--- src/rtl/core/i2cm_pkg.sv ---
`timescale 1ns / 1ps

package i2cm_pkg;

    // Command codes carried by the mode field of a tick.
    localparam logic [2:0] MODE_NONE      = 3'd0;
    localparam logic [2:0] MODE_START     = 3'd1;
    localparam logic [2:0] MODE_STOP      = 3'd2;
    localparam logic [2:0] MODE_WRITE     = 3'd3;
    localparam logic [2:0] MODE_READ_ACK  = 3'd4;
    localparam logic [2:0] MODE_READ_NACK = 3'd5;

    // Configuration register indexes.
    localparam int unsigned CFG_IDX_W = 2;
    localparam logic [CFG_IDX_W-1:0] CFG_BIT_HALF   = 2'd0;
    localparam logic [CFG_IDX_W-1:0] CFG_ACK_HALF   = 2'd1;
    localparam logic [CFG_IDX_W-1:0] CFG_START_STOP = 2'd2;

    localparam logic [7:0] BIT_HALF_RST   = 8'd1;
    localparam logic [7:0] ACK_HALF_RST   = 8'd2;
    localparam logic [7:0] START_STOP_RST = 8'd4;

    localparam logic [3:0] BITS_PER_BYTE = 4'd8;

    typedef struct packed {
        logic [7:0] bit_half_ticks;
        logic [7:0] ack_half_ticks;
        logic [7:0] start_stop_hold_ticks;
    } cfg_t;

    typedef struct packed {
        logic       scl_out;
        logic       sda_out;
        logic       sda_drive;
        logic       busy_res;
        logic       done_res;
        logic [7:0] rx_byte;
        logic       ack_bit;
    } res_t;

    // A programmed duration of zero still lasts one tick.
    function automatic logic [7:0] dur(input logic [7:0] v);
        dur = (v == 8'd0) ? 8'd1 : v;
    endfunction

endpackage

--- src/rtl/core/i2cm_if.sv ---
`timescale 1ns / 1ps

interface i2cm_tick_if;
    logic       valid;
    logic       ready;
    logic [2:0] mode;
    logic [7:0] tx_byte;
    logic       sda_in;

    modport source (output valid, mode, tx_byte, sda_in, input ready);
    modport sink (input valid, mode, tx_byte, sda_in, output ready);
endinterface

interface i2cm_res_if;
    logic       valid;
    logic       ready;
    logic       scl_out;
    logic       sda_out;
    logic       sda_drive;
    logic       busy_res;
    logic       done_res;
    logic [7:0] rx_byte;
    logic       ack_bit;

    modport source (output valid, scl_out, sda_out, sda_drive, busy_res, done_res,
                    rx_byte, ack_bit, input ready);
    modport sink (input valid, scl_out, sda_out, sda_drive, busy_res, done_res,
                  rx_byte, ack_bit, output ready);
endinterface

interface i2cm_cfg_if;
    logic       valid;
    logic       ready;
    logic [1:0] index;
    logic [7:0] data;

    modport source (output valid, index, data, input ready);
    modport sink (input valid, index, data, output ready);
endinterface

--- src/rtl/core/i2cm_cfg_regs.sv ---
`timescale 1ns / 1ps

module i2cm_cfg_regs
    import i2cm_pkg::*;
(
    input  logic                 clk,
    input  logic                 rst_n,
    input  logic                 wr_en,
    input  logic [CFG_IDX_W-1:0] wr_index,
    input  logic [7:0]           wr_data,
    output cfg_t                 cfg
);

    cfg_t cfg_reg;
    cfg_t cfg_next;

    always_comb
    begin
        cfg_next = cfg_reg;
        if (wr_en)
        begin
            case (wr_index)
                CFG_BIT_HALF:   cfg_next.bit_half_ticks        = wr_data;
                CFG_ACK_HALF:   cfg_next.ack_half_ticks        = wr_data;
                CFG_START_STOP: cfg_next.start_stop_hold_ticks = wr_data;
                default:        cfg_next = cfg_reg;
            endcase
        end
    end

    always_ff @(posedge clk or negedge rst_n)
    begin
        if (!rst_n)
        begin
            cfg_reg.bit_half_ticks        <= BIT_HALF_RST;
            cfg_reg.ack_half_ticks        <= ACK_HALF_RST;
            cfg_reg.start_stop_hold_ticks <= START_STOP_RST;
        end
        else
        begin
            cfg_reg <= cfg_next;
        end
    end

    assign cfg = cfg_reg;

endmodule

--- src/rtl/core/i2cm_core.sv ---
`timescale 1ns / 1ps

module i2cm_core
    import i2cm_pkg::*;
(
    input  logic       clk,
    input  logic       rst_n,
    input  logic       tick_en,
    input  logic [2:0] mode,
    input  logic [7:0] tx_byte,
    input  logic       sda_in,
    input  cfg_t       cfg,
    output res_t       res_next
);

    typedef enum logic [3:0] {
        PH_IDLE, PH_ST_HIGH, PH_ST_LOW, PH_SP_LOW, PH_SP_HIGH,
        PH_WR_LOW, PH_WR_HIGH, PH_WA_LOW, PH_WA_HIGH,
        PH_RD_LOW, PH_RD_HIGH, PH_RA_LOW, PH_RA_HIGH
    } phase_t;

    phase_t     phase_reg, phase_next;
    logic [7:0] tick_reg, tick_next;
    logic [3:0] bit_reg, bit_next;
    logic [7:0] shift_reg, shift_next;
    logic       scl_reg, scl_next;
    logic       sda_reg, sda_next;
    logic       sda_en_reg, sda_en_next;
    logic       ack_reg, ack_next;
    logic       rd_nack_reg, rd_nack_next;
    logic [7:0] rx_reg, rx_next;
    logic       done;

    logic [7:0] tick_inc;
    logic [3:0] bit_inc;
    logic [7:0] phase_len;
    logic [7:0] rd_shift;

    assign tick_inc = tick_reg + 8'd1;
    assign bit_inc  = bit_reg + 4'd1;
    assign rd_shift = {shift_reg[6:0], sda_in};

    always_comb
    begin
        case (phase_reg)
            PH_ST_HIGH, PH_ST_LOW, PH_SP_LOW: phase_len = dur(cfg.start_stop_hold_ticks);
            PH_SP_HIGH:                       phase_len = 8'd1;
            PH_RA_LOW, PH_RA_HIGH:            phase_len = dur(cfg.ack_half_ticks);
            default:                          phase_len = dur(cfg.bit_half_ticks);
        endcase
    end

    always_comb
    begin
        phase_next   = phase_reg;
        tick_next    = tick_reg;
        bit_next     = bit_reg;
        shift_next   = shift_reg;
        scl_next     = scl_reg;
        sda_next     = sda_reg;
        sda_en_next  = sda_en_reg;
        ack_next     = ack_reg;
        rd_nack_next = rd_nack_reg;
        rx_next      = rx_reg;
        done         = 1'b0;

        // A phase code beyond the last defined phase is handled as idle.
        if (phase_reg == PH_IDLE || phase_reg > PH_RA_HIGH)
        begin
            tick_next = 8'd0;
            bit_next  = 4'd0;
            case (mode)
                MODE_START:
                begin
                    sda_en_next = 1'b1;
                    sda_next    = 1'b1;
                    scl_next    = 1'b1;
                    phase_next  = PH_ST_HIGH;
                end
                MODE_STOP:
                begin
                    sda_en_next = 1'b1;
                    scl_next    = 1'b0;
                    sda_next    = 1'b0;
                    phase_next  = PH_SP_LOW;
                end
                MODE_WRITE:
                begin
                    sda_en_next = 1'b1;
                    sda_next    = tx_byte[7];
                    shift_next  = {tx_byte[6:0], 1'b0};
                    scl_next    = 1'b0;
                    phase_next  = PH_WR_LOW;
                end
                MODE_READ_ACK, MODE_READ_NACK:
                begin
                    rd_nack_next = (mode == MODE_READ_NACK);
                    sda_en_next  = 1'b0;
                    scl_next     = 1'b0;
                    shift_next   = 8'd0;
                    phase_next   = PH_RD_LOW;
                end
                default:
                begin
                    phase_next = PH_IDLE;
                end
            endcase
        end
        else
        begin
            tick_next = tick_inc;
            if (tick_inc >= phase_len)
            begin
                tick_next = 8'd0;
                case (phase_reg)
                    PH_ST_HIGH:
                    begin
                        sda_next   = 1'b0;
                        phase_next = PH_ST_LOW;
                    end
                    PH_SP_LOW:
                    begin
                        scl_next   = 1'b1;
                        phase_next = PH_SP_HIGH;
                    end
                    PH_SP_HIGH:
                    begin
                        sda_next = 1'b1;
                        done     = 1'b1;
                    end
                    PH_WR_LOW:
                    begin
                        scl_next   = 1'b1;
                        phase_next = PH_WR_HIGH;
                    end
                    PH_WR_HIGH:
                    begin
                        bit_next = bit_inc;
                        scl_next = 1'b0;
                        if (bit_inc >= BITS_PER_BYTE)
                        begin
                            sda_en_next = 1'b0;
                            phase_next  = PH_WA_LOW;
                        end
                        else
                        begin
                            sda_next   = shift_reg[7];
                            shift_next = {shift_reg[6:0], 1'b0};
                            phase_next = PH_WR_LOW;
                        end
                    end
                    PH_WA_LOW:
                    begin
                        scl_next   = 1'b1;
                        phase_next = PH_WA_HIGH;
                    end
                    PH_WA_HIGH:
                    begin
                        ack_next    = sda_in;
                        scl_next    = 1'b0;
                        sda_en_next = 1'b1;
                        done        = 1'b1;
                    end
                    PH_RD_LOW:
                    begin
                        scl_next   = 1'b1;
                        phase_next = PH_RD_HIGH;
                    end
                    PH_RD_HIGH:
                    begin
                        shift_next = rd_shift;
                        bit_next   = bit_inc;
                        scl_next   = 1'b0;
                        if (bit_inc >= BITS_PER_BYTE)
                        begin
                            rx_next     = rd_shift;
                            sda_en_next = 1'b1;
                            sda_next    = rd_nack_reg;
                            phase_next  = PH_RA_LOW;
                        end
                        else
                        begin
                            phase_next = PH_RD_LOW;
                        end
                    end
                    PH_RA_LOW:
                    begin
                        scl_next   = 1'b1;
                        phase_next = PH_RA_HIGH;
                    end
                    default:
                    begin
                        // End of start hold or of the master acknowledge.
                        scl_next = 1'b0;
                        done     = 1'b1;
                    end
                endcase
                if (done)
                begin
                    phase_next = PH_IDLE;
                    bit_next   = 4'd0;
                end
            end
        end
    end

    always_ff @(posedge clk or negedge rst_n)
    begin
        if (!rst_n)
        begin
            phase_reg   <= PH_IDLE;
            tick_reg    <= 8'd0;
            bit_reg     <= 4'd0;
            shift_reg   <= 8'd0;
            scl_reg     <= 1'b1;
            sda_reg     <= 1'b1;
            sda_en_reg  <= 1'b1;
            ack_reg     <= 1'b0;
            rd_nack_reg <= 1'b0;
            rx_reg      <= 8'd0;
        end
        else if (tick_en)
        begin
            phase_reg   <= phase_next;
            tick_reg    <= tick_next;
            bit_reg     <= bit_next;
            shift_reg   <= shift_next;
            scl_reg     <= scl_next;
            sda_reg     <= sda_next;
            sda_en_reg  <= sda_en_next;
            ack_reg     <= ack_next;
            rd_nack_reg <= rd_nack_next;
            rx_reg      <= rx_next;
        end
    end

    always_comb
    begin
        res_next.scl_out   = scl_next;
        res_next.sda_out   = sda_next;
        res_next.sda_drive = sda_en_next;
        res_next.busy_res  = (phase_next != PH_IDLE);
        res_next.done_res  = done;
        res_next.rx_byte   = rx_next;
        res_next.ack_bit   = ack_next;
    end

endmodule

--- src/rtl/core/i2c_master_bit_engine_unit.sv ---
`timescale 1ns / 1ps
// Latency: the result of a tick is valid on the cycle after the tick transfer.
// Throughput: one tick per cycle; the only limit is the single output register,
// which takes a new result whenever it is empty or being drained the same cycle.
// Reset (rst_n, asynchronous, active low): the engine goes idle with SCL and SDA
// high and driven, and the timing registers return to 1, 2 and 4 ticks.

module i2c_master_bit_engine_unit
    import i2cm_pkg::*;
(
    input  logic        clk,
    input  logic        rst_n,
    i2cm_tick_if.sink   tick,
    i2cm_res_if.source  res,
    i2cm_cfg_if.sink    cfg
);

    cfg_t cfg_cur;
    res_t res_next;
    res_t res_data_reg;
    logic res_valid_reg;
    logic tick_fire;

    // Configuration writes are always taken; writes to an unused index are dropped.
    assign cfg.ready = 1'b1;

    i2cm_cfg_regs u_cfg_regs (
        .clk      (clk),
        .rst_n    (rst_n),
        .wr_en    (cfg.valid),
        .wr_index (cfg.index),
        .wr_data  (cfg.data),
        .cfg      (cfg_cur)
    );

    // A tick moves in whenever the output register is empty or is handing its
    // result over in this same cycle, so the engine advances one tick per cycle
    // as long as the consumer keeps up.
    assign tick.ready = !res_valid_reg || res.ready;
    assign tick_fire  = tick.valid && tick.ready;

    // The core holds the bus state and computes each tick's outcome in one pass.
    i2cm_core u_core (
        .clk      (clk),
        .rst_n    (rst_n),
        .tick_en  (tick_fire),
        .mode     (tick.mode),
        .tx_byte  (tick.tx_byte),
        .sda_in   (tick.sda_in),
        .cfg      (cfg_cur),
        .res_next (res_next)
    );

    // Output register: one result per tick transfer, held until it is taken.
    always_ff @(posedge clk or negedge rst_n)
    begin
        if (!rst_n)
        begin
            res_valid_reg <= 1'b0;
        end
        else if (tick_fire)
        begin
            res_valid_reg <= 1'b1;
        end
        else if (res.ready)
        begin
            res_valid_reg <= 1'b0;
        end
    end

    always_ff @(posedge clk)
    begin
        if (tick_fire)
        begin
            res_data_reg <= res_next;
        end
    end

    assign res.valid     = res_valid_reg;
    assign res.scl_out   = res_data_reg.scl_out;
    assign res.sda_out   = res_data_reg.sda_out;
    assign res.sda_drive = res_data_reg.sda_drive;
    assign res.busy_res  = res_data_reg.busy_res;
    assign res.done_res  = res_data_reg.done_res;
    assign res.rx_byte   = res_data_reg.rx_byte;
    assign res.ack_bit   = res_data_reg.ack_bit;

endmodule

--- src/flat_wrapper.sv ---
// flat-port wrapper written by rule: the top's interface ports become plain ports
module i2c_master_bit_engine_unit_flat import i2cm_pkg::*;
  (clk, rst_n, tick_valid, tick_mode, tick_tx_byte, tick_sda_in, tick_ready, res_valid, res_scl_out, res_sda_out, res_sda_drive, res_busy_res, res_done_res, res_rx_byte, res_ack_bit, res_ready, cfg_valid, cfg_index, cfg_data, cfg_ready);
  i2cm_tick_if tick_i ();
  i2cm_res_if res_i ();
  i2cm_cfg_if cfg_i ();
  input  logic clk;
  input  logic rst_n;
  input wire logic [$bits(tick_i.valid)-1:0] tick_valid;
  input wire logic [$bits(tick_i.mode)-1:0] tick_mode;
  input wire logic [$bits(tick_i.tx_byte)-1:0] tick_tx_byte;
  input wire logic [$bits(tick_i.sda_in)-1:0] tick_sda_in;
  output wire logic [$bits(tick_i.ready)-1:0] tick_ready;
  output wire logic [$bits(res_i.valid)-1:0] res_valid;
  output wire logic [$bits(res_i.scl_out)-1:0] res_scl_out;
  output wire logic [$bits(res_i.sda_out)-1:0] res_sda_out;
  output wire logic [$bits(res_i.sda_drive)-1:0] res_sda_drive;
  output wire logic [$bits(res_i.busy_res)-1:0] res_busy_res;
  output wire logic [$bits(res_i.done_res)-1:0] res_done_res;
  output wire logic [$bits(res_i.rx_byte)-1:0] res_rx_byte;
  output wire logic [$bits(res_i.ack_bit)-1:0] res_ack_bit;
  input wire logic [$bits(res_i.ready)-1:0] res_ready;
  input wire logic [$bits(cfg_i.valid)-1:0] cfg_valid;
  input wire logic [$bits(cfg_i.index)-1:0] cfg_index;
  input wire logic [$bits(cfg_i.data)-1:0] cfg_data;
  output wire logic [$bits(cfg_i.ready)-1:0] cfg_ready;
  assign tick_i.valid = tick_valid;
  assign tick_i.mode = tick_mode;
  assign tick_i.tx_byte = tick_tx_byte;
  assign tick_i.sda_in = tick_sda_in;
  assign tick_ready = tick_i.ready;
  assign res_valid = res_i.valid;
  assign res_scl_out = res_i.scl_out;
  assign res_sda_out = res_i.sda_out;
  assign res_sda_drive = res_i.sda_drive;
  assign res_busy_res = res_i.busy_res;
  assign res_done_res = res_i.done_res;
  assign res_rx_byte = res_i.rx_byte;
  assign res_ack_bit = res_i.ack_bit;
  assign res_i.ready = res_ready;
  assign cfg_i.valid = cfg_valid;
  assign cfg_i.index = cfg_index;
  assign cfg_i.data = cfg_data;
  assign cfg_ready = cfg_i.ready;
  i2c_master_bit_engine_unit u_core (.clk(clk), .rst_n(rst_n), .tick(tick_i), .res(res_i), .cfg(cfg_i));
endmodule
--- config.mk ---
export PLATFORM = sky130hd
export DESIGN_NAME = i2c_master_bit_engine_unit_flat
export DESIGN_NICKNAME = d
export VERILOG_FILES = /design/src/rtl/core/i2cm_pkg.sv /design/src/rtl/core/i2cm_if.sv /design/src/rtl/core/i2cm_cfg_regs.sv /design/src/rtl/core/i2cm_core.sv /design/src/rtl/core/i2c_master_bit_engine_unit.sv /design/src/flat_wrapper.sv
export SDC_FILE = /design/constraint.sdc
export NUM_CORES = 1
export LEC_CHECK = 0
export BUFFER_PORTS_ARGS = -buffer_cell sky130_fd_sc_hd__buf_2
export CAP_MARGIN = 20
export CORE_ASPECT_RATIO = 0.7
export CORE_UTILIZATION = 64
export CTS_CLUSTER_DIAMETER = 60
export DETAILED_ROUTE_END_ITERATION = 10
export PLACE_DENSITY = 0.86
export SYNTH_ARGS = -nofsm -noshare
export SYNTH_HDL_FRONTEND = slang
export SYNTH_SLANG_ARGS = --single-unit
--- constraint.sdc ---
create_clock -name clk -period 9.9 [get_ports clk]
set_input_delay 0.99 -clock clk [delete_from_list [all_inputs] [get_ports clk]]
set_output_delay 0.99 -clock clk [all_outputs]
set_load 0.005 [all_outputs]
==> impl_metrics.py <==
metrics = {
    "yosys": {
        "yosys.cell_count.top_type": "dfrtp_1",
        "synth_cell_types": 63,
        "ys_seq_area_share_pct": 47.25,
        "syn_area_sq_um": 4189,
        "yosysWarningCount": 0,
        "synth_top_area_share_pct": 33.45,
        "synth.avg_cell_area_sq_um": 11.05,
        "synthTopCellsByArea": "dfrtp_1 33%, edfxtp_1 10%, mux2_2 7.5%",
        "ys_top_cells_by_count": "56 x dfrtp_1, 28 x mux2_2, 25 x nor2_1",
        "syn-instance-count": 379,
        "synth.net_count": 419,
        "async_flop_share_pct": 81.58,
        "synth_top_area_cell": "dfrtp_1",
        "synth_edf_count": 14,
        "ys.flop_type": "dfrtp_1",
        "ys_ff_latch": 76,
    },
    "clock_network": {
        "htree_levels": 3,
        "numClockSinks": 76,
        "clock_latency_ns": 0.36,
        "cts_tree": "built",
        "cts_root_buf": "clkbuf_8",
        "clockBufferDepth": 2,
        "cts_resized": 0,
        "hold_buffers": 0,
        "clkTransAtPathRegs_ns": 0.08,
        "cts_buffers": 9,
        "post_cts_buffers": 0,
    },
    "critical_path": {
        "critPathKind": "reg -> reg",
        "cp-end-kind": "register",
        "arrival_ns": 4.43,
        "start_kind": "register",
        "slowest_delay_ns": 0.78,
        "cp_slowest_cell": "dfrtp_1",
        "cp.required_ns": 9.98,
        "critical_path_buf_inv_count": 1,
        "cp_cell_sequence": "nor2_1 > nand2_1 > a21boi_1 > o21ai_0 > o211ai_1 > ha_1 > nand2b_1 > a2111oi_4 > o41ai_4 > buf_4 > maj3_2 > a2111oi_2 > a311oi_1",
        "cp_top_family": "compound AO/OA/AOI/OAI gates",
        "crit_fanout": 23,
    },
    "sta": {
        "max_slew_margin_pct": 47.84,
        "hold_viol": 0,
        "whs_ns": 0.4960,
        "final.setup.worst_slack_ns": 5.550,
        "setup_tns_ns": 0,
        "max_freq_mhz": 229.9,
        "setup_viol": 0,
        "rsz0062_at_grt": "false",
        "final_max_slew_viol_count": 0,
        "worst_pin_slew_ns": 0.7824,
        "finClkSkew_ns": 0.007552,
        "finalCriticalPeriod_ns": 4.350,
        "fin_crit_sh_pct": 43.94,
    },
    "floorplanning": {
        "die_h_um": 69.69,
        "die_area_sq_um": 6878,
        "num_rows": 24,
        "start_util_pct": 66.75,
        "num_io_pins": 44,
        "die_w_um": 98.70,
        "core-area_sq_um": 6276,
    },
    "global_routing": {
        "grt_max_degree": 63,
        "antenna_found_initial": 0,
        "first_global_vias": 3102,
        "grt_pass1_wl_mm": 15.49,
        "gr-total-overflow": 0,
        "grt_use_total_pct": 29.69,
    },
    "power": {
        "leakagePower_nw": 2.147,
        "ir_worst_vdd_mv": 0.1622,
        "power_density_nw_per_um2": 267.8,
    },
    "final_layout": {
        "drive_gt1_share_pct": 26.12,
        "fin_cells": 503,
        "fin_nets": 460,
        "diodes": 0,
        "largest_reg_flops": 24,
        "final_area_sq_um": 4664,
        "syn_to_final_growth_pct": 11.35,
    },
    "detailed_routing": {
        "dr.pass1.iters": 6,
        "ant_nets": 0,
        "drc": 0,
        "dr_total_vias": 3222,
        "vias_per_cell": 6.406,
        "wire_per_inst_um": 18.51,
        "drt-total-wl_mm": 9.313,
        "drt-initial-drc-count": 323,
    },
    "placement": {
        "place_inst": 487,
        "gp_congestion": 0.9005,
        "dp.final_hpwl_mm": 6.656,
        "port_buffers": 42,
        "dp_slack_ns": 5.673,
        "place_area_sq_um": 4443,
    },
    "hold_path": {
        "min_path_type": "reg -> reg",
    },
    "run": {
        "cap_violations": 0,
    },
    "run_status": {
        "status": "finished clean",
    },
}
==> where the power goes <==
part | switching, W | internal, W | leakage [nW]
Clock | 0.000120 | 0.000143 | 0.108
Sequential | 0.0000872 | 0.000400 | 0.910
Combinational | 0.000291 | 0.000208 | 1.13
Total | 0.000498 | 0.000751 | 2.15
==> worst reg2reg max path, delay by kind of cell (launching register included) <==
| kind | cells | cell delay (ns) |
|---|---|---|
| compound gates | 7 | 1.85 |
| fa+ha+maj | 2 | 0.61 |
| buf+inv | 1 | 0.22 |
| flops | 1 | 0.78 |
| simple gates | 3 | 0.62 |
==> final cells by class <==
| cell class | count | area, sq um |
|---|---|---|
| multi-input cells | 272 | 2073 |
| repair buffers | 45 | 232.7 |
| fillers | 422 | 1612 |
| clock inverters | 7 | 97.59 |
| inverters | 16 | 60.06 |
| flip-flops and latches | 76 | 1979 |
| well taps | 78 | 97.59 |
| clock buffers | 9 | 123.9 |
==> per-stage QoR <==
step / power, W / utilization, %
finish: 0.001249 / 74.32
global route: 0.001328 / 74.32
CTS: 0.001241 / 74.32
detailed placement: 0.0009763 / 70.79
global placement: 0.0009470 / 70.79
floorplan: 0.0008461 / -
==> metal layers <==
| layer | part of all wire (%) | track usage, % | up-vias | wire (um) |
|---|---|---|---|---|
| met5 | 0 | 0 | - | 0 |
| met4 | 1.4 | 8.955 | 0 | 129 |
| met3 | 5.9 | 7.157 | 16 | 546 |
| met2 | 44 | 42.41 | 136 | 4135 |
| met1 | 48 | 44.91 | 1577 | 4502 |
| li1 | - | - | 1493 | - |
==> placed cells by master, fill, tap and decap left out, types with 3 or more instances in the layout <==
master | netlist | routed
dfrtp_1 | 56 | 56
buf_2 | 4 | 42
mux2_2 | 28 | 28
nor2_1 | 25 | 25
nand2_1 | 22 | 22
a21oi_1 | 19 | 19
mux2_1 | 17 | 17
edfxtp_1 | 14 | 14
inv_1 | 13 | 13
o21ai_1 | 13 | 13
ha_1 | 13 | 13
o21ai_0 | 11 | 11
mux2i_1 | 9 | 9
clkbuf_8 | 0 | 9
nand2b_1 | 8 | 8
nand3_1 | 7 | 7
and3_1 | 7 | 7
a222oi_1 | 7 | 7
nor3b_1 | 7 | 7
a22o_1 | 7 | 7
dfstp_2 | 6 | 6
nor3_1 | 5 | 5
xor2_1 | 4 | 4
nor4_1 | 4 | 4
o22ai_1 | 4 | 4
o211ai_1 | 4 | 4
xnor2_1 | 3 | 3
inv_2 | 3 | 3
a21boi_1 | 3 | 3
a21o_1 | 3 | 3
nor2b_1 | 3 | 3
o21a_1 | 3 | 3
a31oi_1 | 3 | 3
buf_4 | 2 | 3
==> logic make-up after synthesis <==
| logic type | synth area share (%) |
|---|---|
| AOI/OAI and AO/OA | 16.40 |
| xor gates and xnor gates | 1.464 |
| adders and majority gates | 4.152 |
| buffers and inverters | 3.256 |
| DFF | 47.25 |
| muxes | 14.61 |
| other | 0.08952 |
| and+or+nand+nor | 12.78 |
==> final timing paths <==
kind,startpoint,endpoint,slack [ns],cells past startpoint
worst max-delay path,u_core.u_core.phase_reg[0],u_core.res.sda_out,5.55,13
worst min-delay path,u_core.u_core.rx_reg[7],u_core.u_core.rx_reg[7],0.50,1
worst max register to register,u_core.u_core.phase_reg[0],u_core.res.sda_out,5.55,13
worst min register to register,u_core.u_core.rx_reg[7],u_core.u_core.rx_reg[7],0.50,1
max in group asynchronous,rst_n,u_core.u_core.rx_reg[1],8.59,2
min in group asynchronous,rst_n,u_core.res.valid,0.78,2
Note: power is estimated with default switching activity, not from simulation.
